File: src/sv/scs_pkg.sv
// ----------------------------------------------------------------------------
// scs_pkg: shared types and constants of the semantic cost stamp block
// Grid geometry, rule packing, item types and controller/datapath links.
// ----------------------------------------------------------------------------
`default_nettype none
package scs_pkg;

  localparam int GRID_WIDTH       = 256;
  localparam int GRID_HEIGHT      = 256;
  localparam int MAX_RADIUS_CELLS = 32;
  localparam int NUM_CLASSES      = 4;

  localparam int GRID_CELLS = GRID_WIDTH * GRID_HEIGHT;
  localparam int ADDR_W     = $clog2(GRID_CELLS);
  localparam int RULE_W     = 23;
  localparam int NUM_RULES  = 4;
  localparam int CFG_IDX_W  = 2;

  localparam int R_W     = 14;                    // radius, Q6.8
  localparam int RC_W    = 6;                     // integer radius
  localparam int OFS_W   = RC_W + 1;              // signed offset
  localparam int COORD_W = 11;                    // signed cell coordinate
  localparam int SQ_W    = 2 * RC_W + 1;          // dx*dx + dy*dy
  localparam int V_W     = SQ_W + 16 + 1;         // radicand, even width
  localparam int ROOT_W  = V_W / 2;
  localparam int REM_W   = ROOT_W + 2;
  localparam int NUM_W   = 8 + R_W;
  localparam int SQ_CNT_W = $clog2(ROOT_W);

  localparam logic [R_W-1:0] R_CAP = R_W'(MAX_RADIUS_CELLS << 8);

  typedef enum logic [1:0] {
    FUNC_STAMP = 2'd0,
    FUNC_READ  = 2'd1,
    FUNC_WRITE = 2'd2,
    FUNC_NONE  = 2'd3
  } func_t;

  typedef struct packed {
    logic [1:0] func;
    logic [1:0] class_index;
    logic [7:0] cell_x;
    logic [7:0] cell_y;
    logic [8:0] win_min_x;
    logic [8:0] win_min_y;
    logic [8:0] win_max_x;
    logic [8:0] win_max_y;
    logic [7:0] write_cost;
  } in_item_t;

  typedef struct packed {
    logic [7:0] read_cost;
    logic       skipped;
  } out_item_t;

  typedef struct packed {
    logic clr_step;
    logic load_item;
    logic item_read;
    logic rd_capture;
    logic item_write;
    logic set_skip;
    logic stamp_init;
    logic sqrt_start;
    logic sqrt_step;
    logic div_start;
    logic div_step;
    logic cell_read;
    logic cell_write;
    logic adv;
    logic out_load;
  } scs_cmd_t;

  typedef struct packed {
    logic [1:0] func;
    logic clear_done;
    logic rule_ok;
    logic cell_ok;
    logic last_cell;
    logic sqrt_last;
    logic d_gt_r;
    logic div_last;
    logic out_free;
  } scs_stat_t;

endpackage
`default_nettype wire

File: src/sv/scs_ctrl.sv
// ----------------------------------------------------------------------------
// scs_ctrl: sequencer of the semantic cost stamp
// Clears the grid after reset, then runs each item through the datapath.
// ----------------------------------------------------------------------------
`default_nettype none
module scs_ctrl (
  input  wire logic              clk,
  input  wire logic              rst_n,
  input  wire logic              in_valid,
  output logic                   in_ready,
  input  wire scs_pkg::scs_stat_t stat,
  output scs_pkg::scs_cmd_t      cmd
);
  import scs_pkg::*;

  typedef enum logic [9:0] {
    S_CLEAR    = 10'b0000000001,
    S_IDLE     = 10'b0000000010,
    S_DISPATCH = 10'b0000000100,
    S_RD_WAIT  = 10'b0000001000,
    S_CELL     = 10'b0000010000,
    S_SQRT     = 10'b0000100000,
    S_CMP      = 10'b0001000000,
    S_DIV      = 10'b0010000000,
    S_RMW_RD   = 10'b0100000000,
    S_RMW_WR   = 10'b1000000000
  } state_t;

  state_t state_r, state_nxt;
  logic   resp_r, resp_nxt;   // result pending towards the output register

  assign in_ready = (state_r == S_IDLE) && !resp_r;

  always_comb begin
    state_nxt = state_r;
    resp_nxt  = resp_r;
    cmd       = '0;
    if (resp_r && stat.out_free) begin
      cmd.out_load = 1'b1;
      resp_nxt     = 1'b0;
    end
    case (state_r)
      S_CLEAR: begin
        cmd.clr_step = 1'b1;
        if (stat.clear_done) state_nxt = S_IDLE;
      end
      S_IDLE: begin
        if (in_valid && in_ready) begin
          cmd.load_item = 1'b1;
          state_nxt     = S_DISPATCH;
        end
      end
      S_DISPATCH: begin
        case (stat.func)
          FUNC_READ: begin
            cmd.item_read = 1'b1;
            state_nxt     = S_RD_WAIT;
          end
          FUNC_WRITE: begin
            cmd.item_write = 1'b1;
            resp_nxt       = 1'b1;
            state_nxt      = S_IDLE;
          end
          FUNC_STAMP: begin
            if (stat.rule_ok) begin
              cmd.stamp_init = 1'b1;
              state_nxt      = S_CELL;
            end else begin
              cmd.set_skip = 1'b1;
              resp_nxt     = 1'b1;
              state_nxt    = S_IDLE;
            end
          end
          default: begin
            resp_nxt  = 1'b1;
            state_nxt = S_IDLE;
          end
        endcase
      end
      S_RD_WAIT: begin
        cmd.rd_capture = 1'b1;
        resp_nxt       = 1'b1;
        state_nxt      = S_IDLE;
      end
      S_CELL: begin
        if (stat.cell_ok) begin
          cmd.sqrt_start = 1'b1;
          state_nxt      = S_SQRT;
        end else begin
          cmd.adv = 1'b1;
          if (stat.last_cell) begin
            resp_nxt  = 1'b1;
            state_nxt = S_IDLE;
          end
        end
      end
      S_SQRT: begin
        cmd.sqrt_step = 1'b1;
        if (stat.sqrt_last) state_nxt = S_CMP;
      end
      S_CMP: begin
        if (stat.d_gt_r) begin
          cmd.adv = 1'b1;
          if (stat.last_cell) begin
            resp_nxt  = 1'b1;
            state_nxt = S_IDLE;
          end else begin
            state_nxt = S_CELL;
          end
        end else begin
          cmd.div_start = 1'b1;
          state_nxt     = S_DIV;
        end
      end
      S_DIV: begin
        cmd.div_step = 1'b1;
        if (stat.div_last) state_nxt = S_RMW_RD;
      end
      S_RMW_RD: begin
        cmd.cell_read = 1'b1;
        state_nxt     = S_RMW_WR;
      end
      S_RMW_WR: begin
        cmd.cell_write = 1'b1;
        cmd.adv        = 1'b1;
        if (stat.last_cell) begin
          resp_nxt  = 1'b1;
          state_nxt = S_IDLE;
        end else begin
          state_nxt = S_CELL;
        end
      end
      default: state_nxt = S_IDLE;
    endcase
  end

  always_ff @(posedge clk) begin
    if (!rst_n) begin
      state_r <= S_CLEAR;
      resp_r  <= 1'b0;
    end else begin
      state_r <= state_nxt;
      resp_r  <= resp_nxt;
    end
  end

  a_out_from_pending: assert property (@(posedge clk) disable iff (!rst_n)
    cmd.out_load |-> resp_r)
    else $error("result loaded with no item pending");

  a_rmw_after_read: assert property (@(posedge clk) disable iff (!rst_n)
    cmd.cell_write |-> $past(cmd.cell_read))
    else $error("cell write without preceding read");

  a_clear_after_reset: assert property (@(posedge clk)
    !rst_n |=> state_r == S_CLEAR)
    else $error("grid clear not started after reset");

  a_no_accept_busy: assert property (@(posedge clk) disable iff (!rst_n)
    cmd.load_item |=> !in_ready)
    else $error("second item accepted while busy");

endmodule
`default_nettype wire

File: config.mk
export PLATFORM = sky130hd
export DESIGN_NAME = scs_ctrl
export DESIGN_NICKNAME = d
export VERILOG_FILES = /design/src/sv/scs_pkg.sv /design/src/sv/scs_ctrl.sv
export SDC_FILE = /design/constraint.sdc
export NUM_CORES = 1
export LEC_CHECK = 0
export ABC_AREA = 0
export BUFFER_PORTS_ARGS = -buffer_cell sky130_fd_sc_hd__buf_2
export CELL_PAD_IN_SITES_DETAIL_PLACEMENT = 0
export CELL_PAD_IN_SITES_GLOBAL_PLACEMENT = 2
export CORE_MARGIN = 2
export CORE_UTILIZATION = 24
export DETAILED_ROUTE_END_ITERATION = 8
export PLACE_DENSITY = 0.73
export SLEW_MARGIN = 10
export SYNTH_ARGS = -nofsm -noshare
export SYNTH_HDL_FRONTEND = slang
export SYNTH_SLANG_ARGS = --single-unit
File: constraint.sdc
create_clock -name clk -period 1.8 [get_ports clk]
set_input_delay 0.36 -clock clk [delete_from_list [all_inputs] [get_ports clk]]
set_output_delay 0.36 -clock clk [all_outputs]
set_load 0.005 [all_outputs]
== Word level (Yosys, flattened, before mapping) ==
Cells that the tools add are included.

* Bits in registers: 11
* Latch bits: 0
* Memory bits (writable): 0
* Memory bits (read-only): 0
* Logic and storage cells: 66
* Memories: 0

* $add $sub $neg: 0
* Multiply operators: 0
* Divide/modulo/power cells: 0
* Magnitude comparators: 0
* Equal/unequal tests: 17
* Shift-type cells: 0
* Muxes and demuxes: 41
* Bitwise gates (word level): 0
* Reductions and logical operators: 6

{| class="wikitable"
|+ Operator list
! kind !! number
|-
| $pmux W10 S9 || 1
|-
| $mux W10 || 7
|-
| $mux W1 || 25
|-
| $pmux W10 S2 || 1
|-
| $eq A10 B1 Y1 const B || 1
|-
| $eq A10 B10 Y1 const B || 1
|-
| $eq A10 B2 Y1 const B || 1
|-
| $eq A10 B3 Y1 const B || 1
|-
| $eq A10 B4 Y1 const B || 1
|-
| $eq A10 B5 Y1 const B || 1
|-
| $eq A10 B6 Y1 const B || 1
|-
| $eq A10 B7 Y1 const B || 1
|-
| $eq A10 B8 Y1 const B || 1
|-
| $eq A10 B9 Y1 const B || 1
|-
| $mux W5 || 2
|-
| $ne A2 B2 Y1 const B || 3
|-
| $pmux W1 S5 || 1
|-
| $reduce_and A5 Y1 || 1
|-
| $logic_and A1 B1 Y1 || 3
|-
| $mux W3 || 1
|-
| $ne A3 B3 Y1 const B || 1
|-
| $pmux W1 S3 || 1
|-
| $eq A2 B1 Y1 const B || 1
|-
| $eq A2 B2 Y1 const B || 1
|-
| 5 further kinds || 5
|}

== Depth between registers and ports, before layout ==
* Word-level depth: 5
* Gate-level depth with buffers: 6

== Least setup slack after synthesis ==
OpenSTA, ideal clock, no wires.

* Kind: register -> output
* Start point: register state_r[4]
* End point: output cmd[8] in the netlist's numbering
* Arrival time: 1.360 ns
* Path slack: 0.080 ns
* Cell stages (with the launch flop): 5
* Buffers on the path: 1
* Path through: dfxtp_1 -> buf_6 -> nor4_4 -> nand4_4 -> nor4b_4

{| class="wikitable"
|+ RTL lines
! what !! RTL line !! text
|-
| start: declaration || scs_ctrl.sv:29 || <nowiki>state_t state_r, state_nxt;</nowiki>
|-
| start signal: assignment || scs_ctrl.sv:142 || <nowiki>state_r <= state_nxt;</nowiki>
|-
| end: declaration || scs_ctrl.sv:12 || <nowiki>output scs_pkg::scs_cmd_t cmd</nowiki>
|}

==> results.tsv <==
stage	metric	value	unit
outcome	outcome	finished with violations	
outcome	failing checks	negative setup slack	
logic_synthesis	EDFF count, synth	0	
timing	RSZ-0062 raised after global routing	true	
logic_synthesis	Seq/Total Area, Yosys	26.11	%
cts	CTS sink cnt	11	
min_path	WHS Endpoint	state_r[0]	
finish	nets	179	
setup_path	Critical Path AT	1.64	ns
global_route	gr ovfl total	0	
cts	CTS Hold Buffers Added	0	
floorplan	row count	21	
global_route	met3 Use GR	3.036	%
min_path	HP Class	in2reg	
setup_path	worst path buffer plus inverter count	2	
detailed_routing	wire per inst	13.15	um
logic_synthesis	Post-Syn Area	843.3	sq um
setup_path	crit path cell chain	nor4_4 > buf_4 > nand4b_1 > nor2_2 > buf_2	
setup_path	R2R depth	9	
cts	CTS tree	done	
finish	share of cells above drive strength 1	54.55	%
logic_synthesis	Ys Warns	0	
cts	H-tree levels	1	
timing	Slew Viols, Final	0	
logic_synthesis	Mapped Avg Cell Area	8.109	sq um
power_and_ir_drop	sequential power share	43.6	%
power_and_ir_drop	Final Total Pwr	584.5	uW
global_route	first-pass GRT wire length	4340	um
detailed_routing	post-route ant nets	0	
timing	Worst Clk Skew	0.003504	ns
detailed_routing	drt via density	4.611	
floorplan	Vert. Die Dim	63.28	um
timing	Final min period	2.001	ns
timing	post-route clock period utilization	111.2	%
logic_synthesis	Seq cells post-synth	11	
finish	commonest non-fill, non-tap cell in the layout	buf_2	
timing	measured slew at the worst slew-check pin	0.3005	ns
cts	Clock Tree Buf Depth	2	
global_route	initial antenna violation count	0	
power_and_ir_drop	switching share of power	30.07	%
global_route	largest net degree at the start of global routing	10	
finish	ant diodes	0	
finish	fillers	370	
logic_synthesis	Main synth FF type	dfxtp_1	
place	number of cells after detailed placement	190	
setup_path	r2r setup slk	-0.04	ns
setup_path	R2R Path Start	state_r[8]	
place	Post-DP Area	1130	sq um
place	Final Wtd Congestion	0.7850	
setup_path	Setup CP Type	reg2out	
detailed_routing	DRC marker count from the first detailed-route iteration	16	
power_and_ir_drop	P_int	408.7	uW
setup_path	cell class contributing the biggest share of worst-path delay	simple AND/OR/NAND/NOR gates	
power_and_ir_drop	Leak Pwr	0.0006502	uW
setup_path	Worst EP required	1.44	ns
setup_path	worst-path fanout max	6	
cts	TritonCTS buffer count	3	
floorplan	Initial Util	25.07	%
finish	final instance area	1401	sq um
global_route	GR peak layer	met2	
timing	f_max	0.4997	GHz
setup_path	kind of end point of the critical path	primary output	
power_and_ir_drop	power share of the clock group	30.6	%
logic_synthesis	Synth Instances	104	
place	Port Buf Inserts	28	
detailed_routing	DRT Wirelength	2774	um
min_path	hold_sp	stat[7]	
setup_path	slowest stage delay, CP	0.35	ns
global_route	M2 GR Usage	22.61	%
min_path	hold path depth	2	
finish	commonest non-fill, non-tap cells in the layout	buf_2, buf_4, nor2_1, buf_6, dfxtp_1	
logic_synthesis	largest area contributor in the netlist	dfxtp_1	
power_and_ir_drop	worst vdd ir	229.6	uV
finish	final core occ	41.67	%
logic_synthesis	asr flop ratio synth	0	%
logic_synthesis	Syn Nets	117	
timing	Hold Worst Slack	0.3260	ns
power_and_ir_drop	power per cell area	417.1	nW/um^2
floorplan	area of the die	4004	sq um
timing	setup violators final	17	
place	hpwl dp	1959	um
logic_synthesis	Netlist cell types	43	
setup_path	reg-to-reg endpoint	state_r[1]	
logic_synthesis	area share of the largest cell type after synthesis	26.11	%
global_route	vias in the first global route	889	
timing	relative slew slack	79.82	%
finish	fin cells	211	
timing	worst setup margin	-0.2012	ns
detailed_routing	DRC	0	
timing	Fin. Hold Viols	0	
flow_run	Max-Cap Viols	0	
setup_path	type of origin of the critical path	flip-flop	
floorplan	die span in x	63.28	um
cts	clock transition at the registers of the reported paths	0.08	ns
floorplan	I/O pin cnt	29	
cts	worst skew pair latency	0.27	ns
power_and_ir_drop	Combinational Power Share	25.8	%
cts	CTS root buf	clkbuf_4	
setup_path	Critical-path top delay cell	dfxtp_2	
global_route	All-Layer GR Usage	13.63	%
finish	area grow syn2layout	66.17	%
detailed_routing	drt pass-1 iters	4	
floorplan	core area	3363	sq um
logic_synthesis	Area contributors post-synth	dfxtp_1, nor2_1, and3_1	
global_route	GR Util met1	18.19	%
detailed_routing	via count	973	
power_and_ir_drop	Net Switching	175.8	uW
## registers in the layout, indices dropped and copies added, names as in the netlist
| register | count |
|---|---|
| resp_r | 1 |
| state_r | 10 |
## cell usage after synthesis, drive strengths merged, types with 2 or more instances
cell,n
inv,3
nand3,2
nor2,20
a21oi,4
o21a,2
nand4,4
o211ai,2
o21ai,3
nor2b,5
dfxtp,11
and3,6
nor3b,3
nand2b,4
nor3,6
buf,3
and3b,2
nand2,4
nor4,4
## routing by layer
layer  part of all wire (%)  up-vias
met5                      0        -
met4                   0.83        0
met3                    4.1        2
met2                     50       27
met1                     45      444
li1                       -      500
## worst register-to-register path, delay by kind of cell (launching register included)
family / cells / cell delay, ns
and+or+nand+nor: 3 / 0.57
AOI/OAI and AO/OA: 1 / 0.07
DFF: 1 / 0.35
buffers and inverters: 5 / 0.74
## through the flow
step	setup slack (ns)	setup TNS (ns)
4_1_cts	-0.1795	-1.618
5_1_grt	-0.3077	-3.515
2_1_floorplan	0.07976	0
3_5_place_dp	-0.06345	-0.2446
6_report	-0.2012	-1.563
3_3_place_gp	-0.03395	-0.1342
## power groups by stage
stage | logic (uW) | clock network [uW] | registers (uW)
global placement | 106 | 0 | 260
floorplan | 54.7 | 0 | 259
CTS | 129 | 181 | 255
detailed placement | 105 | 0 | 260
finish | 151 | 179 | 255
global route | 164 | 210 | 256
## worst max-delay path by stage
stage	from	endpoint	slack, ns	depth (start not counted)
floorplan	state_r[4]	cmd[8]	0.08	4
global placement	stat[5]	state_r[6]	-0.03	6
detailed placement	stat[5]	state_r[8]	-0.06	6
CTS	state_r[8]	cmd[5]	-0.18	5
global route	state_r[8]	cmd[5]	-0.31	5
finish	state_r[8]	cmd[5]	-0.20	5
## cells by family (layout without fill, tap and decap cells)
family                 after synthesis  after routing  share of synthesized area (%)
flip-flops                          11             11                          26.11
AO/OA/AOI/OAI                       18             18                          16.17
buffers and inverters                7             68                          5.043
XOR/XNOR                             1              1                          1.039
AND/OR/NAND/NOR                     67             67                          51.63
## final cells by class
class,instances,area (sq um),area share [%]
Clock buffer,4,26.28,1.875
Tap cell,46,57.56,4.107
Timing Repair Buffer,61,410.4,29.29
Sequential cell,11,234.0,16.70
Multi-Input combinational cell,86,661.9,47.23
Inverter,3,11.26,0.8036
## repair_timing
item | in CTS | in global routing
resized for setup | 15 | 15
pin swaps | 15 | 13
buffers inserted | 12 | 6
setup endpoints to repair | 15 | 23
(Power assumes the default switching activity.)
